===== src/rsd_pkg.sv =====
// ----------------------------------------------------------------------------
// rsd_pkg - shared types and constants for the RLE sprite decoder
// Field widths, configuration register indexes and the status word
// passed from the position unit to the sequencer.
// ----------------------------------------------------------------------------
package rsd_pkg;

  localparam int BYTE_BITS    = 8;
  localparam int COORD_BITS   = 16;
  localparam int CFG_BITS     = 15;
  localparam int CFG_IDX_BITS = 2;

  localparam logic [CFG_IDX_BITS-1:0] REG_SRC_WIDTH   = 2'd0;
  localparam logic [CFG_IDX_BITS-1:0] REG_SRC_HEIGHT  = 2'd1;
  localparam logic [CFG_IDX_BITS-1:0] REG_TRANSPARENT = 2'd2;
  localparam logic [CFG_IDX_BITS-1:0] REG_RAW_MODE    = 2'd3;

  typedef struct packed {
    logic col_ge_w;
    logic row_ge_h;
  } rsd_pos_stat_t;

endpackage


===== src/rsd_if.sv =====
// ----------------------------------------------------------------------------
// rsd_if - stream channels of the RLE sprite decoder
// Byte input channel and block result channel, valid/ready handshake.
// ----------------------------------------------------------------------------
interface rsd_in_if;
  logic                          valid;
  logic                          ready;
  logic [rsd_pkg::BYTE_BITS-1:0] data_byte;
  logic                          frame_start;

  modport source (output valid, data_byte, frame_start, input ready);
  modport sink   (input valid, data_byte, frame_start, output ready);
endinterface

interface rsd_out_if;
  logic                           valid;
  logic                           ready;
  logic                           write_block;
  logic [rsd_pkg::COORD_BITS-1:0] block_x;
  logic [rsd_pkg::COORD_BITS-1:0] block_y;
  logic [rsd_pkg::BYTE_BITS-1:0]  pixel_color;
  logic                           frame_done;

  modport source (output valid, write_block, block_x, block_y, pixel_color, frame_done,
                  input ready);
  modport sink   (input valid, write_block, block_x, block_y, pixel_color, frame_done,
                  output ready);
endinterface


===== src/rsd_cfg_regs.sv =====
// ----------------------------------------------------------------------------
// rsd_cfg_regs - configuration registers
// Holds the frame size, transparent colour and mode; presents the frame
// size trimmed to the position width with zero read as one.
// ----------------------------------------------------------------------------
module rsd_cfg_regs #(
  parameter int DIM_BITS = 15
) (
  input  logic                             clk,
  input  logic                             rst,
  input  logic                             cfg_we,
  input  logic [rsd_pkg::CFG_IDX_BITS-1:0] cfg_index,
  input  logic [rsd_pkg::CFG_BITS-1:0]     cfg_data,
  output logic [DIM_BITS-1:0]              width_dim,
  output logic [DIM_BITS-1:0]              height_dim,
  output logic [rsd_pkg::BYTE_BITS-1:0]    transparent_color,
  output logic                             raw_mode
);
  import rsd_pkg::*;

  logic [CFG_BITS-1:0] src_width;
  logic [CFG_BITS-1:0] src_height;
  logic [DIM_BITS-1:0] width_trim;
  logic [DIM_BITS-1:0] height_trim;

  always_ff @(posedge clk) begin
    if (rst) begin
      src_width         <= CFG_BITS'(1);
      src_height        <= CFG_BITS'(1);
      transparent_color <= '0;
      raw_mode          <= 1'b0;
    end else if (cfg_we) begin
      case (cfg_index)
        REG_SRC_WIDTH:   src_width         <= cfg_data;
        REG_SRC_HEIGHT:  src_height        <= cfg_data;
        REG_TRANSPARENT: transparent_color <= cfg_data[BYTE_BITS-1:0];
        REG_RAW_MODE:    raw_mode          <= cfg_data[0];
        default: ;
      endcase
    end
  end

  assign width_trim  = src_width[DIM_BITS-1:0];
  assign height_trim = src_height[DIM_BITS-1:0];

  // a zero size counts as one
  assign width_dim  = (width_trim == '0)  ? DIM_BITS'(1) : width_trim;
  assign height_dim = (height_trim == '0) ? DIM_BITS'(1) : height_trim;

endmodule


===== src/rsd_pos_unit.sv =====
// ----------------------------------------------------------------------------
// rsd_pos_unit - shared position normalising unit
// One width subtraction and the row and column bound compares, used once
// per sequencer step to fold the working column into the row count.
// ----------------------------------------------------------------------------
module rsd_pos_unit #(
  parameter int DIM_BITS = 15
) (
  input  logic [DIM_BITS:0]           col,
  input  logic [DIM_BITS-1:0]         row,
  input  logic [DIM_BITS-1:0]         width_dim,
  input  logic [DIM_BITS-1:0]         height_dim,
  output logic [DIM_BITS:0]           col_sub,
  output logic [DIM_BITS-1:0]         row_inc,
  output rsd_pkg::rsd_pos_stat_t      stat
);
  import rsd_pkg::*;

  logic [DIM_BITS:0] width_ext;

  assign width_ext     = {1'b0, width_dim};
  assign col_sub       = col - width_ext;
  assign row_inc       = row + DIM_BITS'(1);
  assign stat.col_ge_w = (col >= width_ext);
  assign stat.row_ge_h = (row >= height_dim);

endmodule


===== src/rle_sprite_decode_pixel_double.sv =====
// ----------------------------------------------------------------------------
// rle_sprite_decode_pixel_double - RLE sprite decoder with 2x upscale
// Decodes transparent-run compressed or raw sprite bytes into 2x2 block
// writes on a doubled frame, flagging the end of the frame.
// ----------------------------------------------------------------------------
// One byte is taken at a time. A run marker byte passes S_NORM_A only; a
// pixel or run count byte passes S_NORM_A and S_NORM_B. A state repeats for
// every row end that the advance crosses, since a single width subtractor
// folds the column into the row one row per cycle (a run of up to 256
// pixels on a narrow frame, or a position left beyond a shrunk width, takes
// that many folds). A byte after the frame end is dropped. The result sits in
// an output register, so the next byte is taken while it waits; a new result
// waits only if the previous one has not yet been taken. No clearing pass.
module rle_sprite_decode_pixel_double #(
  parameter int DIM_BITS = 15
) (
  input  logic                             clk,
  input  logic                             rst,
  rsd_in_if.sink                           pixel_in,
  rsd_out_if.source                        block_out,
  input  logic                             cfg_we,
  input  logic [rsd_pkg::CFG_IDX_BITS-1:0] cfg_index,
  input  logic [rsd_pkg::CFG_BITS-1:0]     cfg_data
);
  import rsd_pkg::*;

  localparam logic [1:0] S_IDLE   = 2'd0;
  localparam logic [1:0] S_NORM_A = 2'd1;
  localparam logic [1:0] S_NORM_B = 2'd2;

  logic [1:0]           state;
  logic [DIM_BITS-1:0]  column_pos;
  logic [DIM_BITS-1:0]  row_pos;
  logic                 expect_count;
  logic                 finished;
  logic [DIM_BITS:0]    wcol;
  logic [DIM_BITS-1:0]  wrow;
  logic [BYTE_BITS-1:0] byte_q;
  logic                 do_write;

  logic                  res_valid;
  logic                  res_write;
  logic [COORD_BITS-1:0] res_x;
  logic [COORD_BITS-1:0] res_y;
  logic [BYTE_BITS-1:0]  res_color;
  logic                  res_done;

  logic [DIM_BITS-1:0]  width_dim;
  logic [DIM_BITS-1:0]  height_dim;
  logic [BYTE_BITS-1:0] transparent_color;
  logic                 raw_mode;

  logic [DIM_BITS:0]    col_sub;
  logic [DIM_BITS-1:0]  row_inc;
  rsd_pos_stat_t        stat;
  logic                 emit_ok;
  logic                 res_load;
  logic [COORD_BITS-1:0] cur_x;
  logic [COORD_BITS-1:0] cur_y;

  rsd_cfg_regs #(.DIM_BITS(DIM_BITS)) u_cfg (
    .clk               (clk),
    .rst               (rst),
    .cfg_we            (cfg_we),
    .cfg_index         (cfg_index),
    .cfg_data          (cfg_data),
    .width_dim         (width_dim),
    .height_dim        (height_dim),
    .transparent_color (transparent_color),
    .raw_mode          (raw_mode)
  );

  rsd_pos_unit #(.DIM_BITS(DIM_BITS)) u_pos (
    .col        (wcol),
    .row        (wrow),
    .width_dim  (width_dim),
    .height_dim (height_dim),
    .col_sub    (col_sub),
    .row_inc    (row_inc),
    .stat       (stat)
  );

  assign pixel_in.ready = (state == S_IDLE);
  assign emit_ok        = !res_valid || block_out.ready;
  // a new word is loaded into the output register this cycle
  assign res_load       = emit_ok &&
                          (((state == S_NORM_A) && stat.row_ge_h) ||
                           ((state == S_NORM_B) &&
                            (stat.row_ge_h || (!stat.col_ge_w && do_write))));
  // block coordinates come from the stored position, not the folded one
  assign cur_x          = COORD_BITS'({column_pos, 1'b0});
  assign cur_y          = COORD_BITS'({row_pos, 1'b0});

  always_ff @(posedge clk) begin
    if (rst) begin
      state        <= S_IDLE;
      column_pos   <= '0;
      row_pos      <= '0;
      expect_count <= 1'b0;
      finished     <= 1'b0;
      res_valid    <= 1'b0;
    end else begin
      if (block_out.ready && !res_load) begin
        res_valid <= 1'b0;
      end
      case (state)
        S_IDLE: begin
          if (pixel_in.valid) begin
            byte_q <= pixel_in.data_byte;
            if (pixel_in.frame_start) begin
              column_pos   <= '0;
              row_pos      <= '0;
              expect_count <= 1'b0;
              finished     <= 1'b0;
              wcol         <= '0;
              wrow         <= '0;
              state        <= S_NORM_A;
            end else if (!finished) begin
              wcol  <= {1'b0, column_pos};
              wrow  <= row_pos;
              state <= S_NORM_A;
            end
          end
        end
        S_NORM_A: begin
          if (stat.row_ge_h) begin
            // position already past the end: consume, flag done
            if (emit_ok) begin
              res_valid    <= 1'b1;
              res_write    <= 1'b0;
              res_x        <= '0;
              res_y        <= '0;
              res_color    <= '0;
              res_done     <= 1'b1;
              expect_count <= 1'b0;
              finished     <= 1'b1;
              state        <= S_IDLE;
            end
          end else if (stat.col_ge_w) begin
            wcol <= col_sub;
            wrow <= row_inc;
          end else if (raw_mode) begin
            expect_count <= 1'b0;
            do_write     <= 1'b1;
            wcol         <= wcol + (DIM_BITS+1)'(1);
            state        <= S_NORM_B;
          end else if (expect_count) begin
            expect_count <= 1'b0;
            do_write     <= 1'b0;
            wcol         <= wcol + (DIM_BITS+1)'(byte_q) + (DIM_BITS+1)'(1);
            state        <= S_NORM_B;
          end else if (byte_q == transparent_color) begin
            expect_count <= 1'b1;
            state        <= S_IDLE;
          end else begin
            do_write <= 1'b1;
            wcol     <= wcol + (DIM_BITS+1)'(1);
            state    <= S_NORM_B;
          end
        end
        S_NORM_B: begin
          if (stat.row_ge_h) begin
            // clamp at the frame end
            if (emit_ok) begin
              res_valid  <= 1'b1;
              res_write  <= do_write;
              res_x      <= do_write ? cur_x : '0;
              res_y      <= do_write ? cur_y : '0;
              res_color  <= do_write ? byte_q : '0;
              res_done   <= 1'b1;
              finished   <= 1'b1;
              column_pos <= '0;
              row_pos    <= height_dim;
              state      <= S_IDLE;
            end
          end else if (stat.col_ge_w) begin
            wcol <= col_sub;
            wrow <= row_inc;
          end else if (!do_write) begin
            column_pos <= wcol[DIM_BITS-1:0];
            row_pos    <= wrow;
            state      <= S_IDLE;
          end else if (emit_ok) begin
            res_valid  <= 1'b1;
            res_write  <= 1'b1;
            res_x      <= cur_x;
            res_y      <= cur_y;
            res_color  <= byte_q;
            res_done   <= 1'b0;
            column_pos <= wcol[DIM_BITS-1:0];
            row_pos    <= wrow;
            state      <= S_IDLE;
          end
        end
        default: state <= S_IDLE;
      endcase
    end
  end

  assign block_out.valid       = res_valid;
  assign block_out.write_block = res_write;
  assign block_out.block_x     = res_x;
  assign block_out.block_y     = res_y;
  assign block_out.pixel_color = res_color;
  assign block_out.frame_done  = res_done;

  a_idle_word_is_done: assert property (@(posedge clk) disable iff (rst)
    (block_out.valid && !block_out.write_block) |-> block_out.frame_done)
    else $error("result word carries neither a write nor done");

  a_finished_no_count: assert property (@(posedge clk) disable iff (rst)
    finished |-> !expect_count)
    else $error("count pending after frame end");

  a_drop_after_end: assert property (@(posedge clk) disable iff (rst)
    (pixel_in.valid && pixel_in.ready && finished && !pixel_in.frame_start)
      |=> (state == S_IDLE))
    else $error("byte after frame end was not dropped");

  a_start_clears: assert property (@(posedge clk) disable iff (rst)
    (pixel_in.valid && pixel_in.ready && pixel_in.frame_start)
      |=> (column_pos == '0 && row_pos == '0 && !finished && !expect_count))
    else $error("frame start did not clear the position");

endmodule

===== src/flat_wrapper.sv =====
// flat-port wrapper written by rule: the top's interface ports become plain ports
module rle_sprite_decode_pixel_double_flat import rsd_pkg::*;
#(
  parameter int DIM_BITS = 15
)
  (clk, rst, cfg_we, cfg_index, cfg_data, pixel_in_valid, pixel_in_data_byte, pixel_in_frame_start, pixel_in_ready, block_out_valid, block_out_write_block, block_out_block_x, block_out_block_y, block_out_pixel_color, block_out_frame_done, block_out_ready);
  rsd_in_if pixel_in_i ();
  rsd_out_if block_out_i ();
  input  logic clk;
  input  logic rst;
  input  logic cfg_we;
  input  logic [rsd_pkg::CFG_IDX_BITS-1:0] cfg_index;
  input  logic [rsd_pkg::CFG_BITS-1:0] cfg_data;
  input wire logic [$bits(pixel_in_i.valid)-1:0] pixel_in_valid;
  input wire logic [$bits(pixel_in_i.data_byte)-1:0] pixel_in_data_byte;
  input wire logic [$bits(pixel_in_i.frame_start)-1:0] pixel_in_frame_start;
  output wire logic [$bits(pixel_in_i.ready)-1:0] pixel_in_ready;
  output wire logic [$bits(block_out_i.valid)-1:0] block_out_valid;
  output wire logic [$bits(block_out_i.write_block)-1:0] block_out_write_block;
  output wire logic [$bits(block_out_i.block_x)-1:0] block_out_block_x;
  output wire logic [$bits(block_out_i.block_y)-1:0] block_out_block_y;
  output wire logic [$bits(block_out_i.pixel_color)-1:0] block_out_pixel_color;
  output wire logic [$bits(block_out_i.frame_done)-1:0] block_out_frame_done;
  input wire logic [$bits(block_out_i.ready)-1:0] block_out_ready;
  assign pixel_in_i.valid = pixel_in_valid;
  assign pixel_in_i.data_byte = pixel_in_data_byte;
  assign pixel_in_i.frame_start = pixel_in_frame_start;
  assign pixel_in_ready = pixel_in_i.ready;
  assign block_out_valid = block_out_i.valid;
  assign block_out_write_block = block_out_i.write_block;
  assign block_out_block_x = block_out_i.block_x;
  assign block_out_block_y = block_out_i.block_y;
  assign block_out_pixel_color = block_out_i.pixel_color;
  assign block_out_frame_done = block_out_i.frame_done;
  assign block_out_i.ready = block_out_ready;
  rle_sprite_decode_pixel_double #(.DIM_BITS(DIM_BITS)) u_core (.clk(clk), .rst(rst), .pixel_in(pixel_in_i), .block_out(block_out_i), .cfg_we(cfg_we), .cfg_index(cfg_index), .cfg_data(cfg_data));
endmodule

===== config.mk =====
export PLATFORM = sky130hd
export DESIGN_NAME = rle_sprite_decode_pixel_double_flat
export DESIGN_NICKNAME = d
export VERILOG_FILES = /design/src/rsd_pkg.sv /design/src/rsd_if.sv /design/src/rsd_cfg_regs.sv /design/src/rsd_pos_unit.sv /design/src/rle_sprite_decode_pixel_double.sv /design/src/flat_wrapper.sv
export SDC_FILE = /design/constraint.sdc
export NUM_CORES = 1
export LEC_CHECK = 0
export BUFFER_PORTS_ARGS = -buffer_cell sky130_fd_sc_hd__buf_2
export CORE_UTILIZATION = 50
export CTS_BUF_LIST = sky130_fd_sc_hd__clkbuf_4 sky130_fd_sc_hd__clkbuf_8
export DETAILED_ROUTE_END_ITERATION = 16
export GPL_ROUTABILITY_DRIVEN = 0
export GPL_TIMING_DRIVEN = 0
export PLACE_DENSITY = 0.7
export RECOVER_POWER = 50
export SETUP_SLACK_MARGIN = 0.1
export SLEW_MARGIN = 40
export SYNTH_ARGS = -nofsm -noshare
export SYNTH_HDL_FRONTEND = slang
export SYNTH_SLANG_ARGS = --single-unit

===== constraint.sdc =====
create_clock -name clk -period 7.9 [get_ports clk]
set_clock_uncertainty 0.1 [all_clocks]
set_input_delay 1.58 -clock clk [delete_from_list [all_inputs] [get_ports clk]]
set_output_delay 1.58 -clock clk [all_outputs]
set_load 0.02 [all_outputs]

# [Word-level counts from Yosys, hierarchy flattened]
# Cells that the tools add are included.
[op_classes] n_addsub=5 n_lt_le_gt_ge=2 eq_ne=27 mux=104 n_bitwise=3 n_reduce_logical=35
[op_table] op="$mux W16" count=24
[op_table] op="$mux W15" count=19
[op_table] op="$pmux W15 S2" count=3
[op_table] op="$mux W8" count=8
[op_table] op="$pmux W16 S2" count=2
[op_table] op="$pmux W16 S3" count=1
[op_table] op="$add A16 B1 Y16 const B" count=2
[op_table] op="$logic_not A15 Y1" count=2
[op_table] op="$mux W1" count=28
[op_table] op="$mux W2" count=12
[op_table] op="$reduce_and A6 Y1" count=3
[op_table] op="$add A16 B8 Y16" count=1
[op_table] op="$ge A16 B15 Y1" count=1
[op_table] op="$pmux W8 S2" count=1
[op_table] op="$reduce_and A8 Y1" count=2
[op_table] op="$sub A16 B15 Y16" count=1
[op_table] op="$add A15 B1 Y15 const B" count=1
[op_table] op="$ge A15 B15 Y1" count=1
[op_table] op="$ne A3 B3 Y1 const B" count=5
[op_table] op="$reduce_and A5 Y1" count=3
[op_table] op="$ne A2 B1 Y1 const B" count=6
[op_table] op="$ne A2 B2 Y1 const B" count=5
[op_table] op="$pmux W1 S2" count=5
[op_table] op="$eq A8 B8 Y1" count=1
[op_table] op="18 further kinds" count=39
[word_totals] ff_bits=156 in_bits=31 out_inout_bits=44 wordCells=195

# [Longest topological paths before layout]
# Gate-level depths: netlist (run 1).
[logic_depth] word_depth=17 mapped_depth=13 mapped_depth_nobuf=12

# [Modules after synthesis]
# Synthesis (run 1) repeated with hierarchy kept, for this count alone.
[unflattened] cells_unflattened=980 hier_area_um2=8798.4
[modules_own_cells] module="rle_sprite_decode_pixel_double" n_inst=1 cells_each=582 area_per_inst_um2=5866.9 seq_area_each_um2=3103.0
[modules_own_cells] module="rsd_cfg_regs" n_inst=1 cells_each=202 area_per_inst_um2=1564.0 seq_area_each_um2=780.7
[modules_own_cells] module="rsd_pos_unit" n_inst=1 cells_each=196 area_per_inst_um2=1367.6 seq_area_each_um2=0.0

# [Worst setup path after synthesis (run 1)]
# Ideal clock, no wire load.
[synth_timing] path_type="register to register" startpoint="register u_core.u_cfg.src_width[9]" endpoint="register u_core.res_x[10], in the netlist u_core.block_out.block_x[10], enable pin" setup_time_ps=494 t_arrival_ps=5389 t_required_ps=7306 path_slack_ps=1917 path_stages_with_launch=13 path_buffers=1 synth_period_minus_slack_ps=5983 cell_sequence="dfxtp_1 > nor4_1 > a41o_1 > ha_1 > inv_1 > fa_1 > nand3_1 > a311oi_1 > a211oi_2 > o21bai_4 > a22o_4 > buf_6 > a211oi_1"
[synth_between] elab_chain_cells=5 word_cells_on_any_way=6 cone_classes="1 x order compare; 2 x eq/ne; 1 x mux; 2 x reduce/logical"
[synth_rtl] element="from (decl)" line_no="rsd_cfg_regs.sv:21" source="logic [CFG_BITS-1:0] src_width;"
[synth_rtl] element="from (signal assigned)" line_no="rsd_cfg_regs.sv:34" source="REG_SRC_WIDTH: src_width <= cfg_data;"
[synth_rtl] element="$logic_not A15 Y1" line_no="rsd_cfg_regs.sv:47" source="assign width_dim = (width_trim == '0) ? DIM_BITS'(1) : width_trim;"
[synth_rtl] element="$mux W15 *" line_no="rsd_cfg_regs.sv:47"
[synth_rtl] element="$ge A16 B15 Y1 *" line_no="rsd_pos_unit.sv:24" source="assign stat.col_ge_w = (col >= width_ext);"
[synth_rtl] element="$ne A4 B4 Y1 (no line) / $ne A3 B3 Y1 (equally long branches)"
[synth_rtl] element="$reduce_and A8 Y1 (no line) *"
[synth_rtl] element="to (signal assigned)" line_no="rle_sprite_decode_pixel_double.sv:167" source="res_x <= do_write ? cur_x : '0;"
[synth_rtl] element="to (signal assigned)" line_no="rle_sprite_decode_pixel_double.sv:186" source="res_x <= cur_x;"
[synth_rtl] element="to (decl)" line_no="rle_sprite_decode_pixel_double.sv:43" source="logic [COORD_BITS-1:0] res_x;"
# Mark *: on every way between the ends. The rest lies on a longest branch, timed or not.
# A chain may end at the register's enable or synchronous reset.

# [Worst setup path in the final report (run 1)]
[layout_timing] startpoint="register u_core.u_cfg.src_height[9], in the netlist u_core.u_cfg.height_trim[9]" endpoint="register u_core.wcol[10], enable pin"
[layout_between] elab_chain_cells=5 word_cells_on_any_way=6 cone_classes="1 x order compare; 2 x eq/ne; 1 x mux; 2 x reduce/logical"
[layout_rtl] element="from (decl)" line_no="rsd_cfg_regs.sv:22" source="logic [CFG_BITS-1:0] src_height;"
[layout_rtl] element="from (signal assigned)" line_no="rsd_cfg_regs.sv:35" source="REG_SRC_HEIGHT: src_height <= cfg_data;"
[layout_rtl] element="$logic_not A15 Y1" line_no="rsd_cfg_regs.sv:48" source="assign height_dim = (height_trim == '0) ? DIM_BITS'(1) : height_trim;"
[layout_rtl] element="$mux W15 *" line_no="rsd_cfg_regs.sv:48"
[layout_rtl] element="$ge A15 B15 Y1 *" line_no="rsd_pos_unit.sv:25" source="assign stat.row_ge_h = (row >= height_dim);"
[layout_rtl] element="$ne A2 B2 Y1 (no line)"
[layout_rtl] element="$reduce_and A8 Y1 (no line) *"
[layout_rtl] element="to (signal assigned)" line_no="rle_sprite_decode_pixel_double.sv:119" source="wcol <= {1'b0, column_pos};"
[layout_rtl] element="to (signal assigned)" line_no="rle_sprite_decode_pixel_double.sv:140" source="wcol <= col_sub;"
[layout_rtl] element="to (signal assigned)" line_no="rle_sprite_decode_pixel_double.sv:145" source="wcol <= wcol + (DIM_BITS+1)'(1);"
[layout_rtl] element="to (decl)" line_no="rle_sprite_decode_pixel_double.sv:36" source="logic [DIM_BITS:0] wcol;"
# Marked as above.

==> results of run 1 <==
==> critical path, cell delays in order, from the launching register on <==
cell and delay, ps:
dfxtp_1 340, nor4_1 320, a41o_1 280, ha_1 240, nor2b_1 110, o21ai_0 100, a31oi_1 480, o21a_1 410
clkbuf_1 450, nand2_1 170, a21o_1 250, a21oi_4 470
==> cell type report <==
class	count	area, um^2	share of cell area, %
Buffer	50	242.7	2.475
Clock buffer	18	241.5	2.462
Clock inverter	14	193.9	1.978
Inverter	47	176.4	1.799
Multi-Input combinational cell	688	4464	45.52
Sequential cell	154	3884	39.60
Tap cell	225	281.5	2.871
Timing Repair Buffer	74	322.8	3.292
==> layout by cell type (no fill, tap or decap), types with 12 or more instances in the layout <==
master    synthesis  routed
nand2_1         127     127
a21oi_1          88      86
clkbuf_1         36      83
edfxtp_1         80      80
dfxtp_1          74      74
nor2_1           51      51
inv_1            45      45
ha_1             45      45
and2_1           40      32
o21ai_1          32      31
xnor2_1          30      30
buf_2             4      29
o21ai_0          27      29
nand4_1          26      26
nand3_1          20      20
xor2_1           17      17
clkbuf_8          0      17
o22ai_1          15      15
mux2_2           14      14
nor3_1           12      12
==> logic make-up after synthesis <==
family,Yosys count,synth area share [%]
xor+xnor,47,4.699
flops,154,44.33
mux,25,3.056
simple gates,323,17.81
buf+inv,97,4.856
fa+ha+maj,47,6.884
other cells,1,0.04280
compound gates,244,18.32
==> power groups by stage <==
stage / logic [uW] / clock network [uW] / registers [uW]
after floorplan: 672 / 0 / 1110
after global placement: 930 / 0 / 1100
after detailed placement: 962 / 0 / 1090
after CTS: 970 / 671 / 1080
after global routing: 1060 / 704 / 1090
final: 957 / 667 / 1080
==> routing by layer <==
layer  wire (um)  up-vias
li1            -     3571
met1       10310     3359
met2        9858      281
met3        1789       39
met4         495        2
met5          69        -
==> sequential cells by signal, indices dropped and copies added, names as in the netlist, 2 cells and up <==
register / flops
u_core.block_out.pixel_color: 8
u_core.wrow: 15
u_core.block_out.block_x: 15
u_core.byte_q: 8
u_core.state: 2
u_core.column_pos: 15
u_core.wcol: 16
u_core.block_out.block_y: 15
u_core.u_cfg.src_width: 15
u_core.u_cfg.transparent_color: 8
u_core.u_cfg.height_trim: 15
u_core.row_pos: 15
==> per-stage QoR <==
step	hold WS [ps]	setup slack (ps)	power (uW)
after global routing	409.2	3550	2851
final	374.0	3812	2704
after floorplan	342.9	1917	1780
after CTS	376.5	4044	2716
after detailed placement	365.8	4059	2054
after global placement	363.8	318.4	2031
==> worst max path at each step <==
stage	from	to	slack, ps	depth (start not counted)
6_report	u_core.u_cfg.height_trim[9]	u_core.wcol[10]	3810	11
5_1_grt	u_core.u_cfg.height_trim[9]	u_core.wcol[10]	3550	11
4_1_cts	u_core.u_cfg.src_width[9]	u_core.block_out.block_x[12]	4040	13
3_5_place_dp	u_core.u_cfg.src_width[9]	u_core.block_out.block_x[10]	4060	13
3_3_place_gp	u_core.u_cfg.src_width[9]	u_core.block_out.block_x[10]	320	12
2_1_floorplan	u_core.u_cfg.src_width[9]	u_core.block_out.block_x[10]	1920	12
==> out/results.txt, run 1 <==
minimum setup slack among reg-to-reg paths - 3810 ps
Synth area leader - edfxtp_1
cts-stage hold buffer count - 0
result of the run - complete, no violations
CTS-repair resized insts - 0
TritonCTS clock tree - done
layer with the highest usage - met2
list of most frequent post-synthesis cells - nand2_1 (127), a21oi_1 (88), edfxtp_1 (80)
vias in the first global route - 6771
count of final hold-check violations - 0
cell area reported after detailed placement - 9459 um^2
post-synthesis instance total - 938
combinational cell fraction of total power - 35.4%
worst path required time - 7910 ps
total negative slack - 0 ps
final core utilization - 57.10%
remaining number of nets flagged by the antenna check after routing - 0
cell internal power dissipation - 1671 uW
hold endpoint - u_core.u_cfg.src_width[6]
max frequency - 244.6 MHz
routing usage on met2 - 40.18%
Port Buffers - 71
clock-pin slew of the registers on the worst-case setup and hold paths - 90 ps
number of filler cells placed in the layout - 1577
# rows - 48
clock group share of total power - 24.7%
Hold Path Class - reg2reg
part of the power in registers - 40.0%
async set-or-reset flop fraction in the synthesized netlist - 0%
Distinct cells, synth - 76
RSZ-0062 raised after global routing - false
transition time of the tightest slew-check pin - 709.4 ps
H-Tree Depth - 4
count of placed standard cells in the final layout, fillers left out - 1270
Register-to-Register Path Depth - 11
count of vias placed by the detailed router - 7252
share of cells above drive strength 1 - 9.761%
First DRT Iteration DRCs - 606
fraction of power spent switching nets - 38.21%
number of enable-type register cells in the synthesized netlist - 80
power per cell area - 275.7 nW/um^2
CP Class - reg2reg
initial core utilization - 51.01%
all-layer global routing usage - 26.01%
Design Area, Final - 9807 um^2
Skew-Pair Late Insertion Delay - 480 ps
met1 Resource Use GR - 35.68%
count of maximum capacitance violations - 0
capture point of the worst reg-to-reg path - u_core.wcol[10]
net switching power figure - 1033 uW
Worst Path Max Fanout - 16
Final Routed Wirelength - 22520 um
total clock buffers created by CTS - 17
Post-Syn Area per Cell - 9.340 um^2
top post-synthesis cells by area - edfxtp_1 (27%), dfxtp_1 (17%), ha_1 (6.4%), nand2_1 (5.4%), a21oi_1 (5.0%)
synth warn - 0
Die Ht - 134.4 um
full die area - 18060 um^2
number of post-CTS setup repair buffers - 0
core footprint - 17180 um^2
final critical-path required period - 4088 ps
fin nets - 1110
number of top-level pins - 75
CP Data Arrival Time - 4100 ps
number of sinks driven by the clock tree - 154
HPWL after DPL - 17090 um
first drt pass iteration count - 7
maximum VDD drop - 135.2 uV
reg-to-reg critical path startpoint - u_core.u_cfg.height_trim[9]
buffer levels on the longest clock path - 2
static leakage power - 0.003487 uW
total setup violations reported at the end of the flow - 0
proportion of synthesized chip area in sequential cells - 44.33%
global-route wire length before repair - 35850 um
Mapped Area - 8761 um^2
Cells on Worst Hold Path - 2
Slew headroom - 52.60%
total gr overflow - 0
most common flop cell mapped by yosys - edfxtp_1
final number of max-transition violations - 0
final worst-path cycle share - 51.75%
overall die width - 134.4 um
relative area change from synthesis to final layout - 11.94%
average wire per cell in the routed design - 17.73 um
hold path start - u_core.u_cfg.src_width[6]
fraction of synthesized cell area taken by the top area cell type - 27.42%
final antenna diode count - 0
launching element type of the critical path - flop
antenna violations before repair - 0
most used standard cell by instance count after synthesis - nand2_1
global routing met3 resource utilization - 5.669%
pin count of the biggest net entering global routing - 17
Via-to-Cell Ratio - 5.710
clock root buffer master - clkbuf_8
flip-flop and latch count after synthesis - 154
Cell Count Post-Placement - 1238
capturing element type of the critical path - flop
remaining routing DRC violations - 0
Note: power is estimated with default switching activity, not from simulation.
==> inputs of run 2 (changes only) <==
--- a/config.mk
+++ b/config.mk
@@ -11,7 +11,7 @@
 export DETAILED_ROUTE_END_ITERATION = 16
 export GPL_ROUTABILITY_DRIVEN = 0
 export GPL_TIMING_DRIVEN = 0
-export PLACE_DENSITY = 0.7
+export PLACE_DENSITY = 0.72
 export RECOVER_POWER = 50
 export SETUP_SLACK_MARGIN = 0.1
 export SLEW_MARGIN = 40
==> constraint.sdc (replaced) <==
create_clock -name clk -period 3.3 [get_ports clk]
set_clock_uncertainty 0.1 [all_clocks]
set_input_delay 0.66 -clock clk [delete_from_list [all_inputs] [get_ports clk]]
set_output_delay 0.66 -clock clk [all_outputs]
set_load 0.02 [all_outputs]
==> run 2 against run 1 <==
The run now ends with setup timing left. Die area unchanged. First-iteration DRC count increased by 14%. Cell count increased by 3.1%. Global-route usage increased by 0.37 points. Largest cell class unchanged. Sequential power increased by 140%. Combinational power increased to 2.9 times the previous value. Power increased by 150%. Count of clock-buffer cells in the layout increased by 1. Routed wire length increased by 3.5%. Fmax increased by 18%.
==> out/results.txt, run 2 (synthesis results as in run 1) <==
result of the run - complete, but fails checks (was complete, no violations)
violated checks - setup timing
total clock buffers created by CTS - 17 (unchanged)
vias in the first global route - 6949 (was 6771)
first drt pass iteration count - 7 (unchanged)
First DRT Iteration DRCs - 693 (was 606)
reg-to-reg critical path startpoint - u_core.u_cfg.src_width[5] (was u_core.u_cfg.height_trim[9])
total gr overflow - 0 (unchanged)
CP Class - reg2reg (unchanged)
Skew-Pair Late Insertion Delay - 470 ps (was 480 ps)
core footprint - 17180 um^2 (unchanged)
Via-to-Cell Ratio - 5.696 (was 5.710)
launching element type of the critical path - flop (unchanged)
full die area - 18060 um^2 (unchanged)
initial core utilization - 51.01% (unchanged)
CP Data Arrival Time - 3760 ps (was 4100 ps)
PnR worst setup slack - -160.2 ps (was 3812 ps)
HPWL after DPL - 17070 um (was 17090 um)
all-layer global routing usage - 26.37% (was 26.01%)
worst path required time - 3600 ps (was 7910 ps)
max frequency - 289.0 MHz (was 244.6 MHz)
final antenna diode count - 0 (unchanged)
antenna violations before repair - 0 (unchanged)
hold path start - pixel_in_data_byte[5] (was u_core.u_cfg.src_width[6])
Hold Path Class - in2reg (was reg2reg)
Port Buffers - 71 (unchanged)
total negative slack - -4552 ps (was 0 ps)
count of final hold-check violations - 0 (unchanged)
total setup violations reported at the end of the flow - 66 (was 0)
static leakage power - 0.003826 uW (was 0.003487 uW)
most used cells in the layout excluding fill and tap cells - nand2_1 (114), edfxtp_1 (80), clkbuf_1 (79) (was nand2_1 (127), a21oi_1 (86), clkbuf_1 (83))
share of cells above drive strength 1 - 18.53% (was 9.761%)
TritonCTS clock tree - done (unchanged)
count of vias placed by the detailed router - 7462 (was 7252)
H-Tree Depth - 4 (unchanged)
remaining number of nets flagged by the antenna check after routing - 0 (unchanged)
Worst setup startpoint - u_core.u_cfg.src_width[5] (was u_core.u_cfg.height_trim[9])
Die Ht - 134.4 um (unchanged)
number of sinks driven by the clock tree - 154 (unchanged)
average wire per cell in the routed design - 17.79 um (was 17.73 um)
maximum VDD drop - 318.2 uV (was 135.2 uV)
final worst-path cycle share - 104.9% (was 51.75%)
global-route wire length before repair - 36310 um (was 35850 um)
count of maximum capacitance violations - 0 (unchanged)
final critical-path required period - 3460 ps (was 4088 ps)
worst hold margin - 263.8 ps (was 374.0 ps)
clock root buffer master - clkbuf_8 (unchanged)
power per cell area - 638.6 nW/um^2 (was 275.7 nW/um^2)
Cells on Worst Hold Path - 1 (was 2)
Most flops, register - u_core.wcol (unchanged)
transition time of the tightest slew-check pin - 831.4 ps (was 709.4 ps)
# rows - 48 (unchanged)
fin nets - 1150 (was 1110)
RSZ-0062 raised after global routing - true (was false)
relative area change from synthesis to final layout - 20.05% (was 11.94%)
max reg flops - 16 (unchanged)
pin count of the biggest net entering global routing - 17 (unchanged)
number of filler cells placed in the layout - 1471 (was 1577)
Register-to-Register Path Depth - 16 (was 11)
Worst Path Max Fanout - 5 (was 16)
overall die width - 134.4 um (unchanged)
remaining routing DRC violations - 0 (unchanged)
number of top-level pins - 75 (unchanged)
capturing element type of the critical path - flop (unchanged)
clock-pin slew of the registers on the worst-case setup and hold paths - 90 ps (about the same)
most common cell after layout, fill and taps aside - nand2_1 (unchanged)
final number of max-transition violations - 0 (unchanged)
Slew headroom - 44.58% (was 52.60%)
Final Routed Wirelength - 23300 um (was 22520 um)
buffer levels on the longest clock path - 2 (unchanged)
run 2: cell count changes in the layout (fill, tap and decap cells not counted), moves of 8 or more:
cell | before | now
buf_4 | 7 | 27
a21oi_1 | 86 | 71
a21oi_2 | 0 | 15
nand2_1 | 127 | 114
buf_6 | 5 | 16
nand2_2 | 0 | 9
and2_0 | 8 | 0
and2_1 | 32 | 40
run 2: stage by stage:
| step | area [um^2] | total power [uW] | setup WS (ps) | util (%) | cells |
|---|---|---|---|---|---|
| 2_1_floorplan | 8792 | 4275 | -565.3 | - | 939 |
| 3_5_place_dp | 9467 | 4925 | -393.1 | 55.11 | 1238 |
| 3_3_place_gp | 9429 | 4857 | -1251 | 54.90 | 1235 |
| 5_1_grt | 10520 | 7050 | -217.0 | 61.23 | 1310 |
| 4_1_cts | 10210 | 6510 | -98.55 | 59.47 | 1291 |
| 6_report | 10520 | 6717 | -160.2 | 61.23 | 1310 |
run 2: worst paths after layout:
check	end	slack (ps)
worst max-delay path	u_core.row_pos[10]	-160
worst min-delay path	u_core.byte_q[5]	260
worst max register to register	u_core.row_pos[10]	-160
worst min register to register	u_core.u_cfg.src_width[2]	380
run 2: layout make-up:
type	count	area, um^2	area share [%]
Multi-Input combinational cell	689	4785	45.49
Tap cell	225	281.5	2.677
Clock inverter	13	108.9	1.035
Clock buffer	19	255.2	2.427
Sequential cell	154	3889	36.97
Inverter	47	176.4	1.677
Timing Repair Buffer	113	765.7	7.281
Buffer	50	256.5	2.439
run 2: what timing repair did:
action / CTS / global route
hold buffers: 0 / 0
endpoints found under the setup margin: 85 / 142
gates cloned: 2 / 3
buffers inserted: 19 / 18
pin swaps: 31 / 30
gates resized for setup: 43 / 42
hold endpoints to repair: 0 / 0
run 2: power by group:
| group | internal [uW] | total [uW] | switching, uW | leakage (uW) |
|---|---|---|---|---|
| logic | 1130 | 2770 | 1640 | 0.00228 |
| clock network | 570 | 1360 | 794 | 0.000188 |
| registers | 2330 | 2590 | 253 | 0.00136 |
| total | 4030 | 6720 | 2690 | 0.00383 |
run 2: worst max-delay path: stages (launching register included):
cell and delay, ps:
dfxtp_1 340, nor4_2 280, a41o_1 210, ha_2 190
inv_2 40, fa_2 390, nand3_4 100, a311oi_4 100
a211oi_2 360, o21bai_4 130, buf_6 140, buf_6 120
a221oi_4 410, buf_4 200, buf_8 120, nand2_2 60
a21oi_2 120
run 2: per-layer routing:
layer  track usage, %  share of wire [%]  vias to the layer above
met5                0                  0                        -
met4            10.49                2.3                        0
met3            5.404                8.9                       43
met2            40.96                 46                      308
met1            36.00                 43                     3471
li1                 -                  -                     3640
